<file path="config.mk">
export PLATFORM = sky130hd
export DESIGN_NAME = link_keepalive_supervisor_unit_flat
export DESIGN_NICKNAME = d
export VERILOG_FILES = /design/src/rtl/lks_pkg.sv /design/src/rtl/lks_if.sv /design/src/rtl/link_keepalive_supervisor_unit.sv /design/src/flat_wrapper.sv
export SDC_FILE = /design/constraint.sdc
export NUM_CORES = 1
export LEC_CHECK = 0
export BUFFER_PORTS_ARGS = -buffer_cell sky130_fd_sc_hd__buf_2
export CAP_MARGIN = 0
export CELL_PAD_IN_SITES_DETAIL_PLACEMENT = 0
export CELL_PAD_IN_SITES_GLOBAL_PLACEMENT = 2
export CORE_MARGIN = 1
export CORE_UTILIZATION = 43
export CTS_BUF_LIST = sky130_fd_sc_hd__clkbuf_4
export DETAILED_ROUTE_END_ITERATION = 12
export HOLD_SLACK_MARGIN = 0.12
export PLACE_DENSITY = 0.88
export SLEW_MARGIN = 20
export SYNTH_ARGS = -nofsm -noshare
export SYNTH_HDL_FRONTEND = slang
export SYNTH_SLANG_ARGS = --single-unit
</file>
<file path="constraint.sdc">
create_clock -name clk_i -period 13.8 [get_ports clk_i]
set_clock_uncertainty 0.2 [all_clocks]
set_input_delay 2.76 -clock clk_i [delete_from_list [all_inputs] [get_ports clk_i]]
set_output_delay 2.76 -clock clk_i [all_outputs]
set_load 0.005 [all_outputs]
</file>
<file path="src/rtl/lks_pkg.sv">
// Link keepalive supervisor package: link states, command, role, op and error codes,
// register indexes, reset values of the configuration registers, item structs
// and the state code mapping. No dependencies.
package lks_pkg;

  // Link state, one-hot inside the block.
  typedef enum logic [6:0] {
    ST_IDLE         = 7'b0000001,
    ST_FINDING      = 7'b0000010,
    ST_CONN_MASTER  = 7'b0000100,
    ST_CONN_SLAVE   = 7'b0001000,
    ST_DISCONNECTED = 7'b0010000,
    ST_RECONNECTING = 7'b0100000,
    ST_ERROR        = 7'b1000000
  } link_state_e;

  // Link state as reported on the result channel.
  localparam logic [2:0] CODE_IDLE         = 3'd0;
  localparam logic [2:0] CODE_FINDING      = 3'd1;
  localparam logic [2:0] CODE_CONN_MASTER  = 3'd2;
  localparam logic [2:0] CODE_CONN_SLAVE   = 3'd3;
  localparam logic [2:0] CODE_DISCONNECTED = 3'd4;
  localparam logic [2:0] CODE_RECONNECTING = 3'd5;
  localparam logic [2:0] CODE_ERROR        = 3'd6;

  localparam logic [1:0] OP_POLL   = 2'd0;
  localparam logic [1:0] OP_PACKET = 2'd1;
  localparam logic [1:0] OP_ERROR  = 2'd2;

  localparam logic [2:0] CMD_PING       = 3'd0;
  localparam logic [2:0] CMD_PONG       = 3'd1;
  localparam logic [2:0] CMD_REQ_STATS  = 3'd2;
  localparam logic [2:0] CMD_SEND_STATS = 3'd3;

  localparam logic [1:0] ROLE_MASTER = 2'd0;
  localparam logic [1:0] ROLE_SLAVE  = 2'd1;

  localparam logic [1:0] ERR_TIMEOUT    = 2'd0;
  localparam logic [1:0] ERR_OVERRUN    = 2'd1;
  localparam logic [1:0] ERR_UNEXP_ROLE = 2'd2;

  localparam logic [1:0] PERR_NONE      = 2'd0;
  localparam logic [1:0] PERR_SAME_ROLE = 2'd1;
  localparam logic [1:0] PERR_UNKNOWN   = 2'd2;

  // Configuration register indexes.
  localparam logic [2:0] REG_DEVICE_ROLE    = 3'd0;
  localparam logic [2:0] REG_PING_INTERVAL  = 3'd1;
  localparam logic [2:0] REG_PONG_TIMEOUT   = 3'd2;
  localparam logic [2:0] REG_STATS_INTERVAL = 3'd3;
  localparam logic [2:0] REG_SLAVE_TIMEOUT  = 3'd4;

  localparam logic [1:0]  RST_DEVICE_ROLE    = 2'd0;
  localparam logic [15:0] RST_PING_INTERVAL  = 16'd100;
  localparam logic [15:0] RST_PONG_TIMEOUT   = 16'd100;
  localparam logic [15:0] RST_STATS_INTERVAL = 16'd20;
  localparam logic [15:0] RST_SLAVE_TIMEOUT  = 16'd1000;

  typedef struct packed {
    logic [1:0]  op;
    logic [31:0] now_ms;
    logic [1:0]  src_role;
    logic [2:0]  command;
    logic        stats_length_ok;
    logic [1:0]  error_kind;
  } in_item_t;

  typedef struct packed {
    logic       send_valid;
    logic [1:0] send_command;
    logic [2:0] link_state_out;
    logic [1:0] packet_error;
    logic       stats_accepted;
  } res_item_t;

  function automatic logic [2:0] state_code(link_state_e st);
    logic [2:0] code;
    case (st)
      ST_IDLE:         code = CODE_IDLE;
      ST_FINDING:      code = CODE_FINDING;
      ST_CONN_MASTER:  code = CODE_CONN_MASTER;
      ST_CONN_SLAVE:   code = CODE_CONN_SLAVE;
      ST_DISCONNECTED: code = CODE_DISCONNECTED;
      ST_RECONNECTING: code = CODE_RECONNECTING;
      ST_ERROR:        code = CODE_ERROR;
      default:         code = CODE_IDLE;
    endcase
    return code;
  endfunction

endpackage

</file>
<file path="src/rtl/lks_if.sv">
// Valid/ready channel interfaces of the link keepalive supervisor:
// one for incoming items, one for result items. No dependencies.
interface lks_in_if;
  logic        valid;
  logic        ready;
  logic [1:0]  op;
  logic [31:0] now_ms;
  logic [1:0]  src_role;
  logic [2:0]  command;
  logic        stats_length_ok;
  logic [1:0]  error_kind;

  modport source (output valid, op, now_ms, src_role, command, stats_length_ok,
                  error_kind, input ready);
  modport sink   (input valid, op, now_ms, src_role, command, stats_length_ok,
                  error_kind, output ready);
endinterface

interface lks_res_if;
  logic       valid;
  logic       ready;
  logic       send_valid;
  logic [1:0] send_command;
  logic [2:0] link_state_out;
  logic [1:0] packet_error;
  logic       stats_accepted;

  modport source (output valid, send_valid, send_command, link_state_out, packet_error,
                  stats_accepted, input ready);
  modport sink   (input valid, send_valid, send_command, link_state_out, packet_error,
                  stats_accepted, output ready);
endinterface

</file>
<file path="src/rtl/link_keepalive_supervisor_unit.sv">
// Top level of the link keepalive supervisor.
// Depends on lks_pkg and the channel interfaces in lks_if.sv.

// Master/slave keepalive supervisor. Each input item (poll tick, received
// packet or link error, all stamped with a 32-bit millisecond time) yields
// exactly one result item: whether a packet goes out and which command, the
// link state after the item, a packet error code and a stats-accepted flag.
// Elapsed times are taken with wrapping 32-bit subtraction against the
// stored stamps. Throughput is one item per cycle while res_o.ready keeps up;
// each item passes through the input register, then the result register,
// with the decision logic and the state update between them. The result
// register is backed by the input register, so a new item is taken while a
// finished result waits; in_i.ready falls only when both hold an item and
// res_o.ready is low. Configuration writes take effect at once and do not
// reset the link; write them only while the block is idle.
module link_keepalive_supervisor_unit (
  input  logic        clk_i,
  input  logic        rst_ni,
  lks_in_if.sink      in_i,
  lks_res_if.source   res_o,
  input  logic        cfg_we_i,
  input  logic [2:0]  cfg_idx_i,
  input  logic [15:0] cfg_wdata_i
);

  // Configuration registers
  logic [1:0]  role_q;
  logic [15:0] ping_ivl_q, pong_tmo_q, stats_ivl_q, slave_tmo_q;

  always_ff @(posedge clk_i or negedge rst_ni) begin
    if (!rst_ni) begin
      role_q      <= lks_pkg::RST_DEVICE_ROLE;
      ping_ivl_q  <= lks_pkg::RST_PING_INTERVAL;
      pong_tmo_q  <= lks_pkg::RST_PONG_TIMEOUT;
      stats_ivl_q <= lks_pkg::RST_STATS_INTERVAL;
      slave_tmo_q <= lks_pkg::RST_SLAVE_TIMEOUT;
    end else if (cfg_we_i) begin
      case (cfg_idx_i)
        lks_pkg::REG_DEVICE_ROLE:    role_q      <= cfg_wdata_i[1:0];
        lks_pkg::REG_PING_INTERVAL:  ping_ivl_q  <= cfg_wdata_i;
        lks_pkg::REG_PONG_TIMEOUT:   pong_tmo_q  <= cfg_wdata_i;
        lks_pkg::REG_STATS_INTERVAL: stats_ivl_q <= cfg_wdata_i;
        lks_pkg::REG_SLAVE_TIMEOUT:  slave_tmo_q <= cfg_wdata_i;
        default: ;  // writes past the last register are dropped
      endcase
    end
  end

  // Handshake: item in the input register moves on when the result register
  // is empty or its item is being taken.
  logic              in_valid_q, out_valid_q, advance;
  lks_pkg::in_item_t in_q;
  lks_pkg::res_item_t res_q, res_d;

  assign advance    = !out_valid_q || res_o.ready;
  assign in_i.ready = !in_valid_q || advance;

  always_ff @(posedge clk_i or negedge rst_ni) begin
    if (!rst_ni) begin
      in_valid_q <= 1'b0;
    end else if (in_i.valid && in_i.ready) begin
      in_valid_q <= 1'b1;
    end else if (advance) begin
      in_valid_q <= 1'b0;
    end
  end

  always_ff @(posedge clk_i) begin
    if (in_i.valid && in_i.ready) begin
      in_q.op              <= in_i.op;
      in_q.now_ms          <= in_i.now_ms;
      in_q.src_role        <= in_i.src_role;
      in_q.command         <= in_i.command;
      in_q.stats_length_ok <= in_i.stats_length_ok;
      in_q.error_kind      <= in_i.error_kind;
    end
  end

  // Link state and timestamps
  lks_pkg::link_state_e st_q, st_d;
  logic [31:0] ping_sent_q, ping_sent_d;     // master: last ping sent
  logic [31:0] stats_req_q, stats_req_d;     // master: last stats request
  logic [31:0] pong_seen_q, pong_seen_d;     // master: last pong received
  logic [31:0] mst_ping_q, mst_ping_d;       // slave: last ping from master

  // Wrapping elapsed times
  logic [31:0] since_ping, since_stats, since_pong, since_mst;
  assign since_ping  = in_q.now_ms - ping_sent_q;
  assign since_stats = in_q.now_ms - stats_req_q;
  assign since_pong  = in_q.now_ms - pong_seen_q;
  assign since_mst   = in_q.now_ms - mst_ping_q;

  logic is_master, is_slave, master_link, slave_link;
  assign is_master   = (role_q == lks_pkg::ROLE_MASTER);
  assign is_slave    = (role_q == lks_pkg::ROLE_SLAVE);
  assign master_link = is_master && (in_q.src_role == lks_pkg::ROLE_SLAVE);
  assign slave_link  = is_slave && (in_q.src_role == lks_pkg::ROLE_MASTER);

  logic       tx_v;
  logic [1:0] tx_cmd;
  logic [1:0] perr;
  logic       accepted;

  always_comb begin
    st_d        = st_q;
    ping_sent_d = ping_sent_q;
    stats_req_d = stats_req_q;
    pong_seen_d = pong_seen_q;
    mst_ping_d  = mst_ping_q;
    tx_v        = 1'b0;
    tx_cmd      = 2'd0;
    perr        = lks_pkg::PERR_NONE;
    accepted    = 1'b0;

    case (in_q.op)
      lks_pkg::OP_POLL: begin
        if (is_master) begin
          case (st_q)
            lks_pkg::ST_IDLE, lks_pkg::ST_RECONNECTING: begin
              // Back-date the ping stamp so the next tick pings at once.
              st_d        = lks_pkg::ST_FINDING;
              ping_sent_d = in_q.now_ms - {16'd0, ping_ivl_q};
            end
            lks_pkg::ST_FINDING: begin
              if (since_ping >= {16'd0, ping_ivl_q}) begin
                tx_v        = 1'b1;
                tx_cmd      = lks_pkg::CMD_PING[1:0];
                ping_sent_d = in_q.now_ms;
              end
            end
            lks_pkg::ST_CONN_MASTER: begin
              if (since_pong > {16'd0, pong_tmo_q}) begin
                st_d = lks_pkg::ST_RECONNECTING;
              end else if (since_stats >= {16'd0, stats_ivl_q}) begin
                tx_v        = 1'b1;
                tx_cmd      = lks_pkg::CMD_REQ_STATS[1:0];
                stats_req_d = in_q.now_ms;
              end
            end
            default: st_d = lks_pkg::ST_RECONNECTING;
          endcase
        end else if (is_slave) begin
          case (st_q)
            lks_pkg::ST_IDLE, lks_pkg::ST_RECONNECTING: begin
              st_d       = lks_pkg::ST_DISCONNECTED;
              mst_ping_d = 32'd0;
            end
            lks_pkg::ST_CONN_SLAVE: begin
              if (since_mst > {16'd0, slave_tmo_q}) begin
                st_d = lks_pkg::ST_RECONNECTING;
              end
            end
            lks_pkg::ST_DISCONNECTED: ;
            default: st_d = lks_pkg::ST_RECONNECTING;
          endcase
        end
      end
      lks_pkg::OP_PACKET: begin
        if (in_q.src_role == role_q) begin
          st_d = lks_pkg::ST_ERROR;
          perr = lks_pkg::PERR_SAME_ROLE;
        end else begin
          case (in_q.command)
            lks_pkg::CMD_PING: begin
              if (slave_link) begin
                mst_ping_d = in_q.now_ms;
                tx_v       = 1'b1;
                tx_cmd     = lks_pkg::CMD_PONG[1:0];
                st_d       = lks_pkg::ST_CONN_SLAVE;
              end
            end
            lks_pkg::CMD_PONG: begin
              if (master_link) begin
                pong_seen_d = in_q.now_ms;
                if (st_q != lks_pkg::ST_CONN_MASTER) begin
                  // Fresh connection: first stats request goes out next tick.
                  st_d        = lks_pkg::ST_CONN_MASTER;
                  stats_req_d = in_q.now_ms - {16'd0, stats_ivl_q};
                end
              end
            end
            lks_pkg::CMD_REQ_STATS: begin
              if (slave_link) begin
                tx_v   = 1'b1;
                tx_cmd = lks_pkg::CMD_SEND_STATS[1:0];
              end
            end
            lks_pkg::CMD_SEND_STATS: accepted = master_link && in_q.stats_length_ok;
            default: perr = lks_pkg::PERR_UNKNOWN;
          endcase
        end
      end
      lks_pkg::OP_ERROR: begin
        if (in_q.error_kind == lks_pkg::ERR_TIMEOUT ||
            in_q.error_kind == lks_pkg::ERR_OVERRUN) begin
          if (st_q == lks_pkg::ST_CONN_MASTER || st_q == lks_pkg::ST_CONN_SLAVE) begin
            st_d = lks_pkg::ST_RECONNECTING;
          end
        end else if (in_q.error_kind == lks_pkg::ERR_UNEXP_ROLE) begin
          st_d = lks_pkg::ST_ERROR;
        end
      end
      default: ;  // undefined op: report current state only
    endcase

    res_d.send_valid     = tx_v;
    res_d.send_command   = tx_cmd;
    res_d.link_state_out = lks_pkg::state_code(st_d);
    res_d.packet_error   = perr;
    res_d.stats_accepted = accepted;
  end

  // State commits when the item moves into the result register.
  always_ff @(posedge clk_i or negedge rst_ni) begin
    if (!rst_ni) begin
      st_q        <= lks_pkg::ST_IDLE;
      ping_sent_q <= 32'd0;
      stats_req_q <= 32'd0;
      pong_seen_q <= 32'd0;
      mst_ping_q  <= 32'd0;
      out_valid_q <= 1'b0;
    end else if (advance) begin
      out_valid_q <= in_valid_q;
      if (in_valid_q) begin
        st_q        <= st_d;
        ping_sent_q <= ping_sent_d;
        stats_req_q <= stats_req_d;
        pong_seen_q <= pong_seen_d;
        mst_ping_q  <= mst_ping_d;
      end
    end
  end

  always_ff @(posedge clk_i) begin
    if (advance && in_valid_q) begin
      res_q <= res_d;
    end
  end

  assign res_o.valid          = out_valid_q;
  assign res_o.send_valid     = res_q.send_valid;
  assign res_o.send_command   = res_q.send_command;
  assign res_o.link_state_out = res_q.link_state_out;
  assign res_o.packet_error   = res_q.packet_error;
  assign res_o.stats_accepted = res_q.stats_accepted;

endmodule

</file>
<file path="src/flat_wrapper.sv">
// flat-port wrapper written by rule: the top's interface ports become plain ports
module link_keepalive_supervisor_unit_flat 
  (clk_i, rst_ni, cfg_we_i, cfg_idx_i, cfg_wdata_i, in_i_valid, in_i_op, in_i_now_ms, in_i_src_role, in_i_command, in_i_stats_length_ok, in_i_error_kind, in_i_ready, res_o_valid, res_o_send_valid, res_o_send_command, res_o_link_state_out, res_o_packet_error, res_o_stats_accepted, res_o_ready);
  lks_in_if in_i_i ();
  lks_res_if res_o_i ();
  input  logic clk_i;
  input  logic rst_ni;
  input  logic cfg_we_i;
  input  logic [2:0] cfg_idx_i;
  input  logic [15:0] cfg_wdata_i;
  input wire logic [$bits(in_i_i.valid)-1:0] in_i_valid;
  input wire logic [$bits(in_i_i.op)-1:0] in_i_op;
  input wire logic [$bits(in_i_i.now_ms)-1:0] in_i_now_ms;
  input wire logic [$bits(in_i_i.src_role)-1:0] in_i_src_role;
  input wire logic [$bits(in_i_i.command)-1:0] in_i_command;
  input wire logic [$bits(in_i_i.stats_length_ok)-1:0] in_i_stats_length_ok;
  input wire logic [$bits(in_i_i.error_kind)-1:0] in_i_error_kind;
  output wire logic [$bits(in_i_i.ready)-1:0] in_i_ready;
  output wire logic [$bits(res_o_i.valid)-1:0] res_o_valid;
  output wire logic [$bits(res_o_i.send_valid)-1:0] res_o_send_valid;
  output wire logic [$bits(res_o_i.send_command)-1:0] res_o_send_command;
  output wire logic [$bits(res_o_i.link_state_out)-1:0] res_o_link_state_out;
  output wire logic [$bits(res_o_i.packet_error)-1:0] res_o_packet_error;
  output wire logic [$bits(res_o_i.stats_accepted)-1:0] res_o_stats_accepted;
  input wire logic [$bits(res_o_i.ready)-1:0] res_o_ready;
  assign in_i_i.valid = in_i_valid;
  assign in_i_i.op = in_i_op;
  assign in_i_i.now_ms = in_i_now_ms;
  assign in_i_i.src_role = in_i_src_role;
  assign in_i_i.command = in_i_command;
  assign in_i_i.stats_length_ok = in_i_stats_length_ok;
  assign in_i_i.error_kind = in_i_error_kind;
  assign in_i_ready = in_i_i.ready;
  assign res_o_valid = res_o_i.valid;
  assign res_o_send_valid = res_o_i.send_valid;
  assign res_o_send_command = res_o_i.send_command;
  assign res_o_link_state_out = res_o_i.link_state_out;
  assign res_o_packet_error = res_o_i.packet_error;
  assign res_o_stats_accepted = res_o_i.stats_accepted;
  assign res_o_i.ready = res_o_ready;
  link_keepalive_supervisor_unit u_core (.clk_i(clk_i), .rst_ni(rst_ni), .in_i(in_i_i), .res_o(res_o_i), .cfg_we_i(cfg_we_i), .cfg_idx_i(cfg_idx_i), .cfg_wdata_i(cfg_wdata_i));
endmodule
</file>
; ---- Yosys cells after proc, flatten, opt, wreduce, memory -nomap -nowiden
; Cells that the tools add are included.
[word_totals]
regBits = 254
inputBits = 66
out_inout_bits = 11
word_cells = 169
[op_classes]
add_sub_neg = 6
order_cmp = 4
eq_ne = 41
mux = 56
bitwise_logic = 3
reduce_logical = 35
[op_table]
columns = operator, n
row1 = $mux 32, 15
row2 = $pmux 32 s2, 3
row3 = $sub 32x32->32, 4
row4 = $mux 7, 11
row5 = $ge 32x16->1, 2
row6 = $gt 32x16->1, 2
row7 = $sub 32x16->32, 2
row8 = $pmux 7 s3, 3
row9 = $pmux 3 s6, 1
row10 = $ne 2x1->1 const B, 8
row11 = $eq 7x2->1 const B, 2
row12 = $eq 7x3->1 const B, 2
row13 = $eq 7x4->1 const B, 2
row14 = $eq 7x5->1 const B, 2
row15 = $eq 7x6->1 const B, 2
row16 = $mux 2, 7
row17 = $pmux 7 s2, 1
row18 = $eq 3x2->1 const B, 4
row19 = $ne 2x2->1 const B, 6
row20 = $reduce_and 2->1, 6
row21 = $reduce_and 6->1, 2
row22 = $mux 1, 11
row23 = $reduce_and 11->1, 1
row24 = $reduce_and 9->1, 1
row25 = 20 further kinds, 45

; ---- Longest topological paths before layout
; Gate-level depths: netlist of run 1.
[depth]
ltp_word = 9
mapped_depth = 27
depth_no_buf = 26

; ---- Least setup slack after synthesis of run 1
; Ideal clock, no wire load.
[synth_path]
path_kind = reg-to-reg
startpoint = register u_core.in_q[8] (netlist name)
endpoint = register u_core.ping_sent_q[15]
arrival_ns = 6.284
t_required_ns = 13.472
path_slack_ns = 7.188
path_stages_with_launch = 26
n_path_buf = 1
period_less_slack_ns = 6.612
cell_sequence = edfxtp_1 inv_1 ha_1 inv_1 fa_1 a21o_1 a21o_1 a2111oi_0 nor4_1 or3_1 a21o_1 a21oi_1 xnor2_1 ha_1 a21o_1 a221o_1 nor4_1 o2111ai_1 nor4_1 o211ai_1 or4_1 nor4_1 nand4_1 and2_1 clkbuf_1 mux2_1
[synth_via]
elab_chain_len = 4
[synth_lines]
columns = item, line_no
row1 = "start, declared", link_keepalive_supervisor_unit.sv:52  ; lks_pkg::in_item_t in_q;
row2 = $sub 32x32->32, link_keepalive_supervisor_unit.sv:88  ; assign since_ping = in_q.now_ms - ping_sent_q;
row3 = $ge 32x16->1, link_keepalive_supervisor_unit.sv:125  ; if (since_ping >= {16'd0, ping_ivl_q}) begin
row4 = $ne 2x1->1 (no line), n/a
row5 = $reduce_and 6->1 (no line), n/a
row6 = "end signal, assigned", link_keepalive_supervisor_unit.sv:226  ; ping_sent_q <= ping_sent_d;
row7 = "end, declared", link_keepalive_supervisor_unit.sv:81  ; logic [31:0] ping_sent_q, ping_sent_d;
; Parallel ways exist; a longest one is shown, timed or not.
; A chain may end at the register's enable or synchronous reset.

; ---- Worst setup path after layout of run 1
[layout_path]
startpoint = register u_core.in_q[8] (netlist name)
endpoint = register u_core.ping_sent_q[26]
; The elaborated chain is that of the path after synthesis.

==> results of run 1 <==
## cells in the mapped netlist, drive strengths merged, types with 8 or more instances
cell and instances:
inv 250, nand2 242, o21ai 232, ha 220
dfrtp 188, a21oi 176, nor2 148, clkbuf 91
nand3 84, xnor2 70, nor3 65, a21o 60
edfxtp 51, xor2 42, a31oi 37, nand4 37
mux2 36, nand2b 33, mux2i 28, nor2b 27
o211ai 26, or3 26, and2 25, o31ai 25
o21a 23, a211oi 22, nor4 21, or4 21
and3 18, o2111ai 16, o21bai 16, dfstp 15
a221o 14, or2 14, a21boi 12, a2111oi 9
o22ai 9, o31a 9, a211o 8, nand3b 8
## flip-flops by register name, summed over array words and instances (netlist names), 2 cells and up
register,cells
u_core.mst_ping_q,32
u_core.stats_req_q,32
u_core.in_q,42
u_core.ping_ivl_q,16
u_core.ping_sent_q,32
u_core.pong_seen_q,32
u_core.pong_tmo_q,16
u_core.st_q,7
u_core.slave_tmo_q,16
u_core.res_o.send_command,2
u_core.res_o.packet_error,2
u_core.role_q,2
u_core.res_o.link_state_out,3
u_core.stats_ivl_q,16
## layer usage
layer	track usage (%)	up-vias	part of all wire (%)
met1	35.7	9330	46
met2	44.3	486	46
met5	0	-	0
met3	3.74	134	4.5
li1	-	9451	-
met4	11.2	0	3.3
## final timing paths
kind / from / endpoint / slack [ns] / depth (start not counted)
min in group asynchronous: rst_ni / u_core.pong_tmo_q[1] / 1.83 / 1
worst max register to register: u_core.in_q[8] / u_core.ping_sent_q[26] / 5.47 / 24
worst max-delay path: u_core.in_q[8] / u_core.ping_sent_q[26] / 5.47 / 24
worst min register to register: u_core.stats_req_q[13] / u_core.stats_req_q[13] / 0.29 / 1
max in group asynchronous: rst_ni / u_core.stats_req_q[24] / 10.34 / 2
worst min-delay path: u_core.stats_req_q[13] / u_core.stats_req_q[13] / 0.29 / 1
## cell type report
cell class / count / share of cell area (%)
Clock inverter: 16 / 0.604
Clock buffer: 122 / 3.92
Tap cell: 656 / 3.51
Sequential cell: 254 / 28.3
Antenna cell: 1 / 0.0107
Inverter: 250 / 4.01
Multi-Input combinational cell: 1947 / 56.7
Timing Repair Buffer: 114 / 2.89
## logic make-up after synthesis
kind of cell             Yosys count
AND/OR/NAND/NOR                  791
AO/OA/AOI/OAI                    754
flip-flops                       254
buffers and inverters            348
XOR/XNOR                         112
adder cells (fa/ha/maj)          226
multiplexers                      64
## power by group through the flow
stage	clock network [mW]	logic, mW	registers (mW)
after floorplan	0	1.61	1.02
after global placement	0	2.10	1.04
after detailed placement	0	2.12	1.04
after CTS	0.845	2.14	1.03
after global routing	0.883	2.41	1.05
final	0.815	2.16	1.03
## worst reg2reg max path, delay by kind of cell, from the launching register on
kind / cells / cell delay (ns)
simple gates: 8 / 3.52
xor+xnor: 1 / 0.13
fa+ha+maj: 3 / 0.90
mux: 1 / 0.41
compound gates: 9 / 2.28
buf+inv: 2 / 0.32
flops: 1 / 0.43
## per-stage QoR
stage | setup slack, ns | utilization (%) | cells
3_3_place_gp | 5.72 | 46.4 | 3221
4_1_cts | 5.53 | 48.6 | 3359
6_report | 5.47 | 48.6 | 3360
5_1_grt | 4.84 | 48.6 | 3360
3_5_place_dp | 5.59 | 46.4 | 3221
2_1_floorplan | 7.19 | - | 2549
==> summary.txt, run 1 <==
Detailed routing
  • Total Wirelength: between 60 and 70 mm
  • 1st-iter DRT viols: 1246
  • Final ANT Viol Nets: 0
  • DR vias: around 19k
  • Routed vias/inst: between 5 and 6
  • Drt pass-1 iters: 5
  • Avg WL per Cell: roughly 20 um
  • DRC viols: 0

Yosys
  • Largest family of logic cells by synthesized area: compound AO/OA/AOI/OAI gates
  • Yosys warns: 0
  • Mapped Area: roughly 0.021 mm2
  • Seq cells post-synth: between 200 and 300
  • Largest area contributor in the netlist: dfrtp_1
  • Register area share after synthesis: between 30 and 40%
  • Synth Area in XOR/XNOR: under 10%
  • Average cell area after synthesis: between 8 and 9 um2
  • Top FF cell, synth: dfrtp_1
  • Mux share of post-synthesis cell area: about 3.2%
  • Synth Area in Simple Gates: around 18%
  • Ranking of synthesized cells by area: dfrtp_1 22%, ha_1 13%, edfxtp_1 7.2%
  • Synthesized Nets: around 2.8k
  • Mapped Cells: 2549
  • EDFF count, synth: around 50
  • Synth async-reset ratio: between 70% and 80%
  • Unique cell type count in the Yosys netlist: 85
  • Synth top area share: 22.2%
  • Post-synthesis compound-gate area fraction: 22.7%
  • Post-Synth Adder-Cell Area: 13.6%

CTS
  • Clock latency on the worst-skew pair: around 0.82 ns
  • Clk slew on worst S/H paths: ~0.060 ns
  • Clock sink count: between 200 and 300
  • Setup Fix Bufs, Post-CTS: 0
  • H-tree depth: 3
  • Max Buffers Root-to-Sink: 3
  • Hold-fix buffers at CTS: 0
  • CTS tree: done
  • Root Buffer: clkbuf_4
  • CTS Buf Count: 75
  • Resized Gates After CTS: 0

Cells and area
  • Most frequent cells in the layout: 250 x inv_1, 242 x nand2_1, 230 x o21ai_0
  • Commonest non-fill, non-tap cell in the layout: inv_1
  • Area delta synth->final: 10.4%
  • Register area: 0.00663 mm2
  • Area of the multi-input gates: 0.0133 mm2
  • Finished Cell Area: around 0.023 mm2
  • Proportion of layout cells with a drive suffix above 1: roughly an eighth
  • Fin nets: ~3k
  • Final-layout fill cell count: around 4.8k

Power
  • Sequential power share: 25.7%
  • Pwr Total: 4.00 mW
  • Lkg Pwr: 10.5 nW
  • Cell Pwr Density: roughly 170 mW/mm2
  • Switching pwr: 1.73 mW
  • Sw Share: a little over two fifths
  • P_int: 2.27 mW
  • Clock group share of total power: around a fifth
  • Maximum VDD drop: 0.0600 mV
  • Comb pwr share: 53.9%

Critical path
  • Worst path slowest cell: nand4_1
  • Crit path DAT: between 8 and 9 ns
  • Critical path launch point type: register
  • Critical path endpoint category: register
  • Delay-heaviest family, CP: simple AND/OR/NAND/NOR gates
  • Kind of critical path: register to register
  • Cell Chain, Critical Path: inv_1 > ha_1 > inv_1 > fa_1 > a21o_1 > a21o_1 > a2111oi_0 > nor4_1 > or3_1 > a21o_1 > a21oi_1 > xnor2_1 > ha_1 > a21o_1 > a221o_1 > nor4_1 > o2111ai_1 > nor4_1 > o211ai_1 > or4_1 > nor4_1 > nand4_1 > and2_1 > mux2_1
  • Crit-path max FO: 18
  • WP data required: between 10 and 15 ns
  • Max stage delay on crit path: a little under 0.8 ns
  • Buf/Inv on CP: 2

Global routing
  • Number of global-route vias before repair: 19.0k
  • Initial antenna violation count: 1
  • First-pass GRT wire length: ~110 mm
  • Largest net degree at the start of global routing: roughly 110
  • GRT overflow: 0
  • GRT Overall Usage: 27.0%

Place
  • HPWL Detailed: between 50 and 60 mm
  • GPL Wtd Cong: 0.923
  • Placed Area: between 0.02 and 0.025 mm2
  • Port-buffer cells: 76

STA
  • Slew Limit Fails: 0
  • WHS: around 0.29 ns
  • Slew at the pin closest to its max-slew limit: roughly 1.1 ns
  • Crit share post-route: between 60 and 70%
  • RSZ-0062 raised after global routing: no
  • Final setup viols: 0
  • Max-Slew Margin vs Limit: roughly 28%
  • Crit path time final: 8.33 ns
  • Highest clock rate: ~0.12 GHz
  • Fin. Hold Viols: 0
  • Setup TNS: 0 ns

Floorplanning
  • Area of the core: 0.0481 mm2
  • Io pins: 77
  • Site Rows: 80
  • Initial Util: about 44%
  • Die area: roughly 0.050 mm2
  • Chip width: approximately 220 um
  • Die extent in y: 224 um

Min path
  • Hold Crit Class: register to register

Job
  • MaxCap Viol Count: 0

Run status
  • Status: completed
(Power assumes the default switching activity.)
==> inputs of run 2 (changes only) <==
--- a/config.mk
+++ b/config.mk
@@ -5,16 +5,17 @@
 export SDC_FILE = /design/constraint.sdc
 export NUM_CORES = 1
 export LEC_CHECK = 0
+export ABC_AREA = 1
 export BUFFER_PORTS_ARGS = -buffer_cell sky130_fd_sc_hd__buf_2
 export CAP_MARGIN = 0
 export CELL_PAD_IN_SITES_DETAIL_PLACEMENT = 0
 export CELL_PAD_IN_SITES_GLOBAL_PLACEMENT = 2
 export CORE_MARGIN = 1
-export CORE_UTILIZATION = 43
+export CORE_UTILIZATION = 37
 export CTS_BUF_LIST = sky130_fd_sc_hd__clkbuf_4
 export DETAILED_ROUTE_END_ITERATION = 12
 export HOLD_SLACK_MARGIN = 0.12
-export PLACE_DENSITY = 0.88
+export PLACE_DENSITY = 0.84
 export SLEW_MARGIN = 20
 export SYNTH_ARGS = -nofsm -noshare
 export SYNTH_HDL_FRONTEND = slang
==> constraint.sdc (replaced) <==
create_clock -name clk_i -period 7.85 [get_ports clk_i]
set_clock_uncertainty 0.2 [all_clocks]
set_input_delay 1.57 -clock clk_i [delete_from_list [all_inputs] [get_ports clk_i]]
set_output_delay 1.57 -clock clk_i [all_outputs]
set_load 0.005 [all_outputs]
==> run 2 against run 1 <==
Worst setup slack got worse by 3.0 ns. First-iteration DRC count rose by 45%. Wire length rose by 40%. Combinational power rose by 80%. Cell count rose by 37%. Critical path type unchanged. Sequential share of layout area fell by 2.8 points. Flip-flop and latch count did not move. Via count rose by 21%. Count of clock-buffer cells in the layout fell by 12.
==> summary.txt, run 2 <==
Cells and area
  • Commonest non-fill, non-tap cell in the layout: nand2_1
  • Fin nets: 3996 (+36%)
  • Most frequent cells in the layout: 1071 x nand2_1, 659 x inv_1, 287 x nor2_1
  • Core Util, Final: 41.9% (-6.7 points)
  • Area delta synth->final: 11.2%
  • Proportion of layout cells with a drive suffix above 1: 7.56% (-4.3 points)
  • Max FFs per register: 42 (unchanged)
  • Most flops, register: u_core.in_q

Yosys
  • Mapped Cells: 3568 (+40%)
  • Synth Area in XOR/XNOR: 4.69% (+0.065 points)
  • Largest family of logic cells by synthesized area: simple AND/OR/NAND/NOR gates
  • Yosys warns: 0 (unchanged)
  • Mapped Area: 0.0233 mm2 (+10%)
  • Most common cell in the netlist: nand2_1
  • Top FF cell, synth: dfrtp_1
  • Post-synthesis compound-gate area fraction: 12.6% (-10 points)
  • EDFF count, synth: 51 (unchanged)
  • Post-Synth Adder-Cell Area: 12.3% (-1.2 points)
  • Mux share of post-synthesis cell area: 0% (-3.2 points)
  • Synth async-reset ratio: 79.9% (unchanged)
  • Ranking of synthesized cells by area: dfrtp_1 20%, nand2_1 17%, ha_1 12%
  • Seq cells post-synth: 254 (unchanged)
  • Synthesized Nets: 3860 (+36%)
  • Synth top area share: 20.2% (-2.0 points)
  • Register area share after synthesis: 28.4% (-2.9 points)
  • Average cell area after synthesis: 6.54 um2 (-21%)
  • Synth cell count leaders: 1071 x nand2_1, 660 x inv_1, 290 x nor2_1
  • Unique cell type count in the Yosys netlist: 51 (-40%)
  • Synth Area in Simple Gates: 30.1% (+12 points)
  • Largest area contributor in the netlist: dfrtp_1

STA
  • RSZ-0062 raised after global routing: no
  • Fin. Hold Viols: 0 (unchanged)
  • Slew Limit Fails: 0 (unchanged)
  • Slew at the pin closest to its max-slew limit: 1.04 ns (-0.0400 ns)
  • Crit path time final: 5.34 ns (-2.99 ns)
  • WHS: 0.272 ns (-0.0130 ns)
  • Highest clock rate: 0.187 GHz (+56%)
  • Final setup viols: 0 (unchanged)
  • Setup TNS: 0 ns (unchanged)
  • Crit share post-route: 68.0% (+7.6 points)
  • Max-Slew Margin vs Limit: 30.6% (+2.7 points)

Min path
  • Hold Crit Class: register to register
  • Hold Path Sink: u_core.ping_sent_q[3]
  • Hold path startpoint: u_core.ping_sent_q[3]
  • WHS Path Cells: 2 (+1)

CTS
  • Resized Gates After CTS: 0 (unchanged)
  • Hold-fix buffers at CTS: 0 (unchanged)
  • Clk slew on worst S/H paths: 0.07 ns (about the same)
  • Clock latency on the worst-skew pair: 0.86 ns (+0.04 ns)
  • Clock sink count: 254 (unchanged)
  • CTS tree: done
  • H-tree depth: 3 (unchanged)
  • Max Buffers Root-to-Sink: 3 (unchanged)
  • Setup Fix Bufs, Post-CTS: 0 (unchanged)
  • CTS Buf Count: 80 (+6.7%)
  • Root Buffer: clkbuf_4

Floorplanning
  • Chip width: 253 um (+13%)
  • Site Rows: 91 (+14%)
  • Area of the core: 0.0619 mm2 (+29%)
  • Die extent in y: 253 um (+13%)
  • Io pins: 77 (unchanged)
  • Initial Util: 37.7% (-6.4 points)
  • Die area: 0.0640 mm2 (+28%)

Global routing
  • Largest net degree at the start of global routing: 77 (-29%)
  • GRT Overall Usage: 29.9% (+2.8 points)
  • GRT overflow: 0 (unchanged)
  • Initial antenna violation count: 10 (+9)
  • Number of global-route vias before repair: 23.1k (+22%)
  • First-pass GRT wire length: 141 mm (+34%)

Critical path
  • FF-to-FF End: u_core.stats_req_q[9]
  • Worst r2r src: u_core.in_q[8]
  • Crit-path max FO: 33 (+15)
  • R2R cell count: 24 (unchanged)
  • Flop2flop setup slack: 2.51 ns (-2.96 ns)
  • Critical path launch point type: register
  • Critical path endpoint category: register
  • WP data required: 8.32 ns (-5.97 ns)
  • Crit path DAT: 5.81 ns (-3.01 ns)
  • Kind of critical path: register to register

Detailed routing
  • Total Wirelength: 94.7 mm (+40%)
  • Final ANT Viol Nets: 0 (unchanged)
  • Routed vias/inst: 5.11 (-12%)
  • 1st-iter DRT viols: 1811 (+45%)
  • DR vias: 23.5k (+21%)
  • DRC viols: 0 (unchanged)
  • Avg WL per Cell: 20.5 um (+2.0%)
  • Drt pass-1 iters: 5 (unchanged)

Power
  • Lkg Pwr: 13.6 nW (+29%)
  • Pwr Total: 7.18 mW (+79%)
  • Cell Pwr Density: 277 mW/mm2 (+62%)
  • Maximum VDD drop: 0.127 mV (+110%)

Run status
  • Status: completed

Place
  • Port-buffer cells: 76 (unchanged)
  • GPL Wtd Cong: 0.960 (+4.0%)
  • HPWL Detailed: 74.0 mm (+43%)

Job
  • MaxCap Viol Count: 0 (unchanged)
-- run 2: layer usage --
layer | up-vias | global-route usage [%] | wire length, um
met4 | 8 | 11.4 | 3600
met3 | 172 | 6.15 | 6490
met1 | 10900 | 39.2 | 42000
met5 | - | 0 | 57
li1 | 11700 | - | -
met2 | 714 | 48.0 | 42500
-- run 2: worst max-delay path, cell delays in order, from the launching register on --
cell      delay, ns
edfxtp_1       0.41
inv_1          0.41
ha_1           0.27
inv_1          0.07
fa_1           0.44
nand3_1        0.12
nand3_1        0.19
nand2_1        0.11
nand2_1        0.13
xor2_1         0.19
ha_1           0.28
nand2_1        0.05
inv_1          0.06
nand2_1        0.04
inv_1          0.04
nand2_1        0.06
nor3_1         0.29
a221oi_1       0.19
nand4_1        0.26
nand2_1        0.14
nor2_4         0.09
buf_4          0.36
nand3_4        0.43
nand2_1        0.16
nand2_1        0.07
-- run 2: through the flow --
step                std cells  setup WS [ns]  instance area [um2]
finish                   4609           2.51                25900
global route             4608           2.15                25900
CTS                      4604           2.56                25900
detailed placement       4458           2.65                24800
global placement         4458           2.69                24800
floorplan                3568           3.98                23300
-- run 2: cell families after synthesis --
logic type	Yosys count
flip-flops	254
AO/OA/AOI/OAI	545
AND/OR/NAND/NOR	1690
XOR/XNOR	125
adder cells (fa/ha/maj)	226
buffers and inverters	728
-- run 2: final cells by class --
| type | count | area (um2) |
|---|---|---|
| fillers | 6832 | 36000 |
| diodes | 4 | 10.0 |
| well taps | 837 | 1050 |
| flip-flops and latches | 254 | 6630 |
| multi-input cells | 2586 | 13900 |
| repair buffers | 115 | 707 |
| inverters | 667 | 2500 |
| clock buffers | 110 | 826 |
| clock inverters | 36 | 264 |
-- run 2: power breakdown --
part	internal [mW]	switching, mW	total [mW]
clock	0.786	0.683	1.47
sequential	1.63	0.195	1.82
combinational	1.32	2.57	3.89
total	3.73	3.45	7.18
-- run 2: worst max-delay path by stage --
stage	from	to	slack [ns]
floorplan	u_core.in_q[8]	u_core.res_o.link_state_out[2]	3.98
global placement	u_core.in_q[8]	u_core.stats_req_q[0]	2.69
detailed placement	u_core.in_q[8]	u_core.stats_req_q[30]	2.65
CTS	u_core.in_q[8]	u_core.stats_req_q[30]	2.56
global route	u_core.in_q[8]	u_core.stats_req_q[30]	2.15
finish	u_core.in_q[8]	u_core.stats_req_q[9]	2.51
==> inputs of run 3 (changes only) <==
==> constraint.sdc (replaced) <==
create_clock -name clk_i -period 4.95 [get_ports clk_i]
set_clock_uncertainty 0.2 [all_clocks]
set_input_delay 0.99 -clock clk_i [delete_from_list [all_inputs] [get_ports clk_i]]
set_output_delay 0.99 -clock clk_i [all_outputs]
set_load 0.005 [all_outputs]
==> run 3 against run 2 <==
Worst hold slack got worse by 0.032 ns. Wire length rose by 3.5%. Maximum frequency rose by 15%. Worst setup slack got worse by 2.2 ns. Power rose by 63%. Count of clock-buffer cells in the layout rose by 13. First-iteration DRC count rose by 16%. Critical path depth fell by 5. Sequential power rose by 59%. Cell count rose by 2.1%. Combinational power rose by 69%.
==> summary.txt, run 3 (synthesis results as in run 2) <==
Cells and area
  • Area delta synth->final: 15.3%
  • Register area: 0.00663 mm2 (unchanged)
  • Fin nets: 4099 (+2.6%)
  • Finished Cell Area: 0.0269 mm2 (+3.7%)
  • Final-layout fill cell count: 6860 (+0.41%)
  • Most frequent cells in the layout: 1069 x nand2_1, 658 x inv_1, 282 x nor2_1
  • Max FFs per register: 42 (unchanged)
  • Area of the multi-input gates: 0.0140 mm2 (+0.31%)
  • Commonest non-fill, non-tap cell in the layout: nand2_1
  • Proportion of layout cells with a drive suffix above 1: 9.44% (+1.9 points)
  • Most flops, register: u_core.in_q
  • Post-route insts no fill: 4705 (+2.1%)

Detailed routing
  • Avg WL per Cell: 20.8 um (+1.4%)
  • Drt pass-1 iters: 9 (+4)
  • Final ANT Viol Nets: 0 (unchanged)
  • 1st-iter DRT viols: 2106 (+16%)
  • Total Wirelength: 98.0 mm (+3.5%)
  • Routed vias/inst: 5.13 (+0.57%)
  • DRC viols: 0 (unchanged)
  • DR vias: 24.2k (+2.7%)

Power
  • Pwr Total: 11.7 mW (+63%)
  • Sequential power share: 24.8% (-0.6 points)
  • Cell Pwr Density: 435 mW/mm2 (+57%)
  • Switching pwr: 5.66 mW (+64%)
  • Lkg Pwr: 14.1 nW (+3.5%)
  • Clock group share of total power: 19.1% (-1.4 points)
  • Maximum VDD drop: 0.214 mV (+68%)
  • Sw Share: 48.5% (+0.44 points)
  • Comb pwr share: 56.2% (+2.0 points)
  • P_int: 6.02 mW (+61%)

CTS
  • Clk slew on worst S/H paths: 0.06 ns (about the same)
  • CTS Buf Count: 79 (-1.3%)
  • Root Buffer: clkbuf_4
  • Max Buffers Root-to-Sink: 3 (unchanged)
  • H-tree depth: 3 (unchanged)
  • CTS tree: done
  • Clock sink count: 254 (unchanged)
  • Clock latency on the worst-skew pair: 0.85 ns (about the same)

Run status
  • Status: completed

Critical path
  • Flop2flop setup slack: 0.30 ns (-2.21 ns)
  • Crit path DAT: 5.18 ns (-0.63 ns)
  • Kind of critical path: register to register
  • Critical path launch point type: register
  • Crit-path max FO: 20 (-39%)
  • R2R cell count: 19 (-21%)
  • Critical path endpoint category: register
  • Worst r2r src: u_core.in_q[9]
  • WP data required: 5.48 ns (-2.84 ns)
  • FF-to-FF End: u_core.stats_req_q[28]

STA
  • Setup TNS: 0 ns (unchanged)
  • Fin. Hold Viols: 0 (unchanged)
  • Slew Limit Fails: 0 (unchanged)
  • Highest clock rate: 0.215 GHz (+15%)
  • Slew at the pin closest to its max-slew limit: 1.11 ns (+0.0685 ns)
  • Crit share post-route: 94.0% (+26 points)
  • Final setup viols: 0 (unchanged)
  • Max-Slew Margin vs Limit: 25.9% (-4.6 points)
  • RSZ-0062 raised after global routing: no
  • Crit path time final: 4.65 ns (-0.689 ns)

Place
  • GPL Wtd Cong: 0.954 (-0.67%)
  • Placed Area: 0.0252 mm2 (+1.6%)
  • HPWL Detailed: 80.1 mm (+8.2%)
  • Port-buffer cells: 76 (unchanged)
  • Placed insts: 4501 (+0.96%)

Floorplanning
  • Die extent in y: 253 um (unchanged)
  • Area of the core: 0.0619 mm2 (unchanged)
  • Initial Util: 37.7% (unchanged)
  • Site Rows: 91 (unchanged)
  • Io pins: 77 (unchanged)
  • Chip width: 253 um (unchanged)
  • Die area: 0.0640 mm2 (unchanged)

Global routing
  • GRT Overall Usage: 30.9% (+1.0 points)
  • Largest net degree at the start of global routing: 83 (+7.8%)
  • Number of global-route vias before repair: 23.2k (+0.36%)
  • First-pass GRT wire length: 146 mm (+3.4%)
  • Initial antenna violation count: 3 (-7)
  • GRT overflow: 0 (unchanged)

Job
  • MaxCap Viol Count: 0 (unchanged)

Min path
  • Hold Path Sink: u_core.in_q[20]
  • WHS Path Cells: 1 (-1)
  • Hold path startpoint: in_i_now_ms[12]
  • Hold Crit Class: primary input to register
-- run 3: cell count changes in the layout (fill, tap and decap cells not counted), sizes merged, moves of 3 or more --
cell / previous run / this run
clkinv: 35 / 16
bufinv: 4 / 1
dlygate4sd3: 0 / 43
buf: 115 / 176
clkinvlp: 0 / 3
clkbuf: 110 / 123
-- run 3: how the worst max path moves through the flow --
stage | start | end | cells after the start
floorplan | u_core.in_q[8] | u_core.res_o.link_state_out[2] | 29
finish | u_core.in_q[9] | u_core.stats_req_q[28] | 19
global route | u_core.in_q[8] | u_core.res_o.link_state_out[1] | 31
detailed placement | u_core.in_q[12] | u_core.res_o.link_state_out[1] | 27
global placement | u_core.in_q[22] | u_core.res_o.link_state_out[1] | 27
CTS | u_core.in_q[12] | u_core.res_o.link_state_out[1] | 27
-- run 3: critical path: stages, from the launching register on --
cell and delay [ns]:
edfxtp_1 0.61, buf_4 0.29, fa_1 0.56, nand3_1 0.13
nand2_1 0.12, nand2_1 0.10, o211ai_1 0.37, xor2_1 0.30
ha_1 0.34, nand2_1 0.05, nor3_1 0.24, buf_4 0.19
nand3_1 0.11, nand4_1 0.12, nand2_1 0.09, nor2_4 0.11
buf_12 0.14, buf_4 0.26, nand4_1 0.12, nand2_1 0.10
-- run 3: area by class of cell --
type                       instances  share of cell area, %
timing repair buffer             219                   6.22
tap                              837                   3.90
antenna                            3                 0.0279
multi-input combinational       2586                   52.0
clock inverter                    16                  0.414
sequential                       254                   24.7
inverter                         667                   9.33
clock buffer                     123                   3.43
-- run 3: metrics by stage --
step | hold WS [ns] | setup slack, ns | util, %
floorplan | 0.242 | 1.08 | -
global placement | 0.254 | 0.0699 | 40.7
detailed placement | 0.259 | 0.118 | 40.7
CTS | 0.157 | 0.0547 | 43.0
global route | 0.161 | 0.00116 | 43.4
finish | 0.240 | 0.299 | 43.4
-- run 3: repair_timing --
action | in CTS | in global routing
buffers inserted | 0 | 19
gates resized for setup | 0 | 13
hold buffers | 43 | 0
hold endpoints to repair | 112 | 0
endpoints found under the setup margin | 0 | 31
-- run 3: power groups by stage --
stage	logic, mW	registers (mW)	clock network, mW
floorplan	4.36	2.81	0
global placement	6.35	2.93	0
detailed placement	6.38	2.94	0
CTS	6.46	2.91	2.30
global route	7.38	2.94	2.40
finish	6.56	2.89	2.23
-- run 3: metal layers --
layer	part of all wire (%)	global-route usage, %	vias to the layer above
li1	-	-	11900
met1	46	42.9	11300
met2	44	48.4	787
met3	6.4	4.70	137
met4	3.3	10.9	0
met5	0	0	-
